<file path="config.mk">
export PLATFORM = sky130hd
export DESIGN_NAME = v3alu_front
export DESIGN_NICKNAME = d
export VERILOG_FILES = /design/src/design/v3alu_pkg.sv /design/src/design/v3alu_front.sv
export SDC_FILE = /design/constraint.sdc
export NUM_CORES = 1
export LEC_CHECK = 0
export ABC_AREA = 1
export ABC_CLOCK_PERIOD_IN_PS = 16000
export BUFFER_PORTS_ARGS = -buffer_cell sky130_fd_sc_hd__buf_4
export CAP_MARGIN = 20
export CORE_MARGIN = 1
export CORE_UTILIZATION = 40
export CTS_BUF_LIST = sky130_fd_sc_hd__clkbuf_4 sky130_fd_sc_hd__clkbuf_8 sky130_fd_sc_hd__clkbuf_16
export DETAILED_ROUTE_END_ITERATION = 7
export GPL_ROUTABILITY_DRIVEN = 0
export PLACE_DENSITY = 0.65
export SYNTH_ARGS = -nofsm -noshare
export SYNTH_HDL_FRONTEND = slang
export SYNTH_SLANG_ARGS = --single-unit
</file>
<file path="constraint.sdc">
create_clock -name i_clk -period 16 [get_ports i_clk]
set_input_delay 1.6 -clock i_clk [delete_from_list [all_inputs] [get_ports i_clk]]
set_output_delay 1.6 -clock i_clk [all_outputs]
set_load 0.01 [all_outputs]
</file>
<file path="src/design/v3alu_pkg.sv">
// shared types, constants and helpers for the vec3 homogeneous alu
package v3alu_pkg;

    localparam int FRAC_BITS  = 16;
    localparam int DATA_W     = 32;
    localparam int NUM_LANES  = 4;
    localparam int NUM_MULS   = 2 * NUM_LANES;
    localparam int IN_DATA_W  = 9 * DATA_W;
    localparam int OUT_DATA_W = 5 * DATA_W;
    localparam int OP_W       = 4;
    localparam int STATUS_W   = 2;
    localparam int PROD_W     = 2 * (DATA_W + 1);
    localparam int WIDE_W     = PROD_W + 1;
    localparam int DVD_W      = DATA_W + FRAC_BITS;
    localparam int SQ_W       = 2 * DATA_W + FRAC_BITS;
    localparam int ROOT_W     = (SQ_W + 1) / 2;
    localparam int RAD_W      = 2 * ROOT_W;
    localparam int DIVS_W     = (ROOT_W > DATA_W) ? ROOT_W : DATA_W;
    localparam int CNT_W      = $clog2(DVD_W + 1);
    localparam int Q_DEPTH    = 4;
    localparam int Q_AW       = $clog2(Q_DEPTH);

    localparam logic signed [DATA_W:0] ONE_Q =
        {{(DATA_W - FRAC_BITS){1'b0}}, 1'b1, {FRAC_BITS{1'b0}}};
    localparam logic signed [WIDE_W-1:0] SAT_MAX =
        {{(WIDE_W - DATA_W + 1){1'b0}}, {(DATA_W - 1){1'b1}}};
    localparam logic signed [WIDE_W-1:0] SAT_MIN =
        {{(WIDE_W - DATA_W + 1){1'b1}}, {(DATA_W - 1){1'b0}}};

    typedef enum logic [OP_W-1:0] {
        OP_ADD   = 4'd0,
        OP_SUB   = 4'd1,
        OP_SCALE = 4'd2,
        OP_DIV   = 4'd3,
        OP_LERP  = 4'd4,
        OP_DOT   = 4'd5,
        OP_CROSS = 4'd6,
        OP_LEN   = 4'd7,
        OP_NORM  = 4'd8,
        OP_NOP   = 4'd15
    } t_op;

    typedef enum logic [STATUS_W-1:0] {
        STAT_OK  = 2'd0,
        STAT_DZ  = 2'd1,
        STAT_OVF = 2'd2
    } t_status;

    typedef struct packed {
        t_op                                 op;
        logic [NUM_LANES-1:0][DATA_W-1:0]    a;
        logic [NUM_LANES-1:0][DATA_W-1:0]    b;
        logic [DATA_W-1:0]                   s;
    } t_item;

    typedef struct packed {
        logic              ovf;
        logic [DATA_W-1:0] val;
    } t_sat;

    function automatic t_sat sat_val(input logic signed [WIDE_W-1:0] v);
        t_sat r;
        r.ovf = 1'b0;
        if (v > SAT_MAX) begin
            r.ovf = 1'b1;
            r.val = SAT_MAX[DATA_W-1:0];
        end else if (v < SAT_MIN) begin
            r.ovf = 1'b1;
            r.val = SAT_MIN[DATA_W-1:0];
        end else begin
            r.val = v[DATA_W-1:0];
        end
        return r;
    endfunction

    // magnitude of a signed word, fits unsigned in the same width
    function automatic logic [DATA_W-1:0] mag(input logic [DATA_W-1:0] v);
        logic [DATA_W:0] e;
        e = {v[DATA_W-1], v};
        if (v[DATA_W-1]) begin
            e = ~e + 1'b1;
        end
        return e[DATA_W-1:0];
    endfunction

endpackage

</file>
<file path="src/design/v3alu_front.sv">
// front end: accepts beats, classifies the opcode and queues items
module v3alu_front (
    input  logic                           i_clk,
    input  logic                           i_rst_n,
    input  logic                           i_s_tvalid,
    output logic                           o_s_tready,
    input  logic [v3alu_pkg::IN_DATA_W-1:0] i_s_tdata,
    input  logic [v3alu_pkg::OP_W-1:0]     i_s_tuser,
    output v3alu_pkg::t_item               o_item,
    output logic                           o_item_valid,
    input  logic                           i_pop
);

    v3alu_pkg::t_item r_q [v3alu_pkg::Q_DEPTH];
    logic [v3alu_pkg::Q_AW-1:0] r_wr, r_rd;
    logic [v3alu_pkg::Q_AW:0]   r_count;
    v3alu_pkg::t_item n_item;
    logic push, pop;

    always_comb begin
        n_item.op = v3alu_pkg::OP_NOP;
        if (i_s_tuser inside {[v3alu_pkg::OP_ADD : v3alu_pkg::OP_NORM]}) begin
            n_item.op = v3alu_pkg::t_op'(i_s_tuser);
        end
        for (int k = 0; k < v3alu_pkg::NUM_LANES; k++) begin
            n_item.a[k] = i_s_tdata[k*v3alu_pkg::DATA_W +: v3alu_pkg::DATA_W];
            n_item.b[k] = i_s_tdata[(v3alu_pkg::NUM_LANES+k)*v3alu_pkg::DATA_W
                                    +: v3alu_pkg::DATA_W];
        end
        n_item.s = i_s_tdata[2*v3alu_pkg::NUM_LANES*v3alu_pkg::DATA_W
                             +: v3alu_pkg::DATA_W];
    end

    assign o_s_tready   = (r_count != (v3alu_pkg::Q_AW+1)'(v3alu_pkg::Q_DEPTH));
    assign o_item_valid = (r_count != '0);
    assign o_item       = r_q[r_rd];
    assign push         = i_s_tvalid && o_s_tready;
    assign pop          = i_pop && o_item_valid;

    always_ff @(posedge i_clk) begin
        if (push) begin
            r_q[r_wr] <= n_item;
        end
    end

    always_ff @(posedge i_clk) begin
        if (!i_rst_n) begin
            r_wr    <= '0;
            r_rd    <= '0;
            r_count <= '0;
        end else begin
            if (push) begin
                r_wr <= r_wr + v3alu_pkg::Q_AW'(1);
            end
            if (pop) begin
                r_rd <= r_rd + v3alu_pkg::Q_AW'(1);
            end
            if (push && !pop) begin
                r_count <= r_count + (v3alu_pkg::Q_AW+1)'(1);
            end else if (pop && !push) begin
                r_count <= r_count - (v3alu_pkg::Q_AW+1)'(1);
            end
        end
    end

endmodule

</file>
==> flow_summary.ini <==
[die]
ioPinCount = 590
die_h_um = 333
core_um2 = 109000
num_rows = 121
die_x_um = 333
initial_utilization_pct = 40.3
die-area_um2 = 111000

[global_route]
grt_pass1_vias = 24800
grt.total_usage_pct = 17.7
grt_max_degree = 273
antenna_found_initial = 11
grt_pass1_wl_mm = 152
grt_overflow = 0

[yosys]
synth.area.top_cells = edfxtp_1, nor2_1, o22ai_1
yosys.area.top_type = edfxtp_1
syn_inst = 2899
syn_area_per_cell_um2 = 15.1
synth_warnings = 0
netlist_area_um2 = 43900
syn_nets = 3201
synth_top_cells_by_count = edfxtp_1, nor2_1, o21ai_0
async_flop_share_pct = 0
synth-seq-cells = 1177
synth_most_common_cell = edfxtp_1
synth_top_area_share_pct = 80.0
seq_area_frac_synth_pct = 80.4
synth-edff-count = 1168
synth_ff_type = edfxtp_1
ys_types = 24

[placed_design]
hpwl_mm = 57.0
io_buffers = 589
dp.cells = 4740

[pwr]
swShare_pct = 30.0
seq_power_share_pct = 44.4
p_leak_nw = 18.2
p_int_mw = 6.04
clkPwrFrac_pct = 30.5
p_per_area_nw_per_um2 = 163
ir_drop_uv = 131
total_power_mw = 8.63
pwr-share-comb_pct = 25.1
p_switching_mw = 2.59

[setup_path]
critPathCaptureType = output pin
required_ns = 14.40
crit_family = buffers and inverters
path_cells = buf_4 > buf_4 > buf_4 > o21ai_0 > o22ai_1 > buf_4
cp.arrival_ns = 4.79
critPathSlowestCell = buf_4
crit_fanout = 101
cpPeakStageDelay_ns = 0.89
worstSetupStartpointType = register
critPathKind = reg -> out
cp_num_buf_inv = 4
crit_top_cell = buf_4

[detailed_routing]
wire_per_inst_um = 20.6
viasPerCell = 5.22
drcViolationCount = 0
wirelength_mm = 102
via_count = 25900
drtIter0Drc = 1730
drtPass1Iterations = 5
ant_nets = 0

[sta]
max_freq_ghz = 0.156
clock-skew-final_ns = 0.0176
hold_violations = 0
relSlewSlack_pct = 24.8
slew_violations = 0
worst_slew_pin_slew_ns = 1.13
setup_viol = 0
rsz0062_at_grt = no
finalCritPeriodShare_pct = 40.0
min_period_ns = 6.39
holdWs_ns = 0.516
fin_tns_setup_ns = 0

[final_layout]
syn2layout_area_growth_pct = 20.5
drive_above_1_share_pct = 23.2
nNetsFinal = 3748
nFillCells = 9276
fin_cells = 4963
final_util_pct = 48.6

[clock_tree]
tritoncts = built
clock-root-buffer = clkbuf_16
htreeDepth = 3
hold_buffers = 0
postCtsResizedCells = 0
cts_made_buffers = 118
cts.reportedPaths.clkPinSlew_ns = 0.06
cts.path.max_buffers = 3
cts_sinks = 1177
post-cts-setup-buffers = 0
clkLatencyLatePin_ns = 0.70

[flow_run]
drv_cap = 0

[run_status]
outcome = finished, final reports clean

[hold_path]
min-delay-path-class = reg -> reg
[flip-flops by register name, summed over array words and instances (netlist names), named ones only]
name,cells
r_rd,2
r_q,1168
r_wr,2
r_count,3
[through the flow]
stage,setup slack (ns),cell area (um2)
3_3_place_gp,10.44,49100
3_5_place_dp,10.41,49100
5_1_grt,9.31,52800
2_1_floorplan,1.25,43900
6_report,9.61,52800
4_1_cts,9.61,52800
[path summary, 6_finish.rpt]
| kind | end | slack (ns) | startpoint | cells after the start |
|---|---|---|---|---|
| worst max register to register | r_q[3][168] | 11.54 | r_count[0] | 7 |
| worst max-delay path | o_item[118] | 9.61 | register | 6 |
| worst min register to register | r_rd[0] | 0.52 | r_rd[0] | 2 |
| worst min-delay path | r_rd[0] | 0.52 | r_rd[0] | 2 |
[final cells by class]
type | count | area (um2) | share of cell area (%)
multi-input cells | 1509 | 7240 | 13.7
well taps | 1414 | 1770 | 3.35
repair buffers | 621 | 4720 | 8.94
clock inverters | 67 | 531 | 1.00
clock buffers | 148 | 3200 | 6.05
diodes | 8 | 20.0 | 0.0379
flip-flops and latches | 1177 | 35300 | 66.7
inverters | 19 | 105 | 0.199
[cell families (layout without fill, tap and decap cells)]
kind of cell	after synthesis	in the layout	share of synthesized area [%]
AND/OR/NAND/NOR	621	621	5.34
AO/OA/AOI/OAI	881	881	10.9
flip-flops	1177	1177	80.4
other	0	8	0
adder cells (fa/ha/maj)	6	6	0.188
XOR/XNOR	1	1	0.0200
buffers and inverters	213	855	3.18
[layer usage]
metal | wire length, um | up-vias | global-route usage, %
met2 | 49700 | 754 | 28.9
met3 | 7090 | 159 | 4.30
met4 | 2640 | 6 | 6.32
li1 | - | 12100 | -
met5 | 42 | - | 0
met1 | 42600 | 12900 | 23.1
[layout by cell type (no fill, tap or decap), drive strengths merged, types with 3 or more instances in the layout]
cell      instances
diode             8
clkinv           48
nor2            598
clkbuf          148
o22ai           292
o21ai           585
dfxtp             9
edfxtp         1168
bufinv            5
nand2            18
inv              24
a21oi             3
clkinvlp          9
ha                5
buf             621
nand3             4
[worst reg2reg max path: stages, from the launching register on]
cell	delay [ns]
dfxtp_1	0.40
nor2_1	0.08
nand2_1	0.13
nand2_1	0.27
nor2_4	0.80
buf_4	0.72
buf_4	0.80
buf_4	0.81
[power by group through the flow]
| stage | clock network [mW] | registers [mW] | logic (mW) |
|---|---|---|---|
| final | 2.63 | 3.83 | 2.16 |
| after global routing | 2.81 | 3.85 | 2.34 |
| after CTS | 2.70 | 3.83 | 2.20 |
| after detailed placement | 0 | 3.89 | 2.19 |
| after global placement | 0 | 3.89 | 2.17 |
| after floorplan | 0 | 4.02 | 1.22 |
No activity file was read; power rests on OpenSTA's default activity.
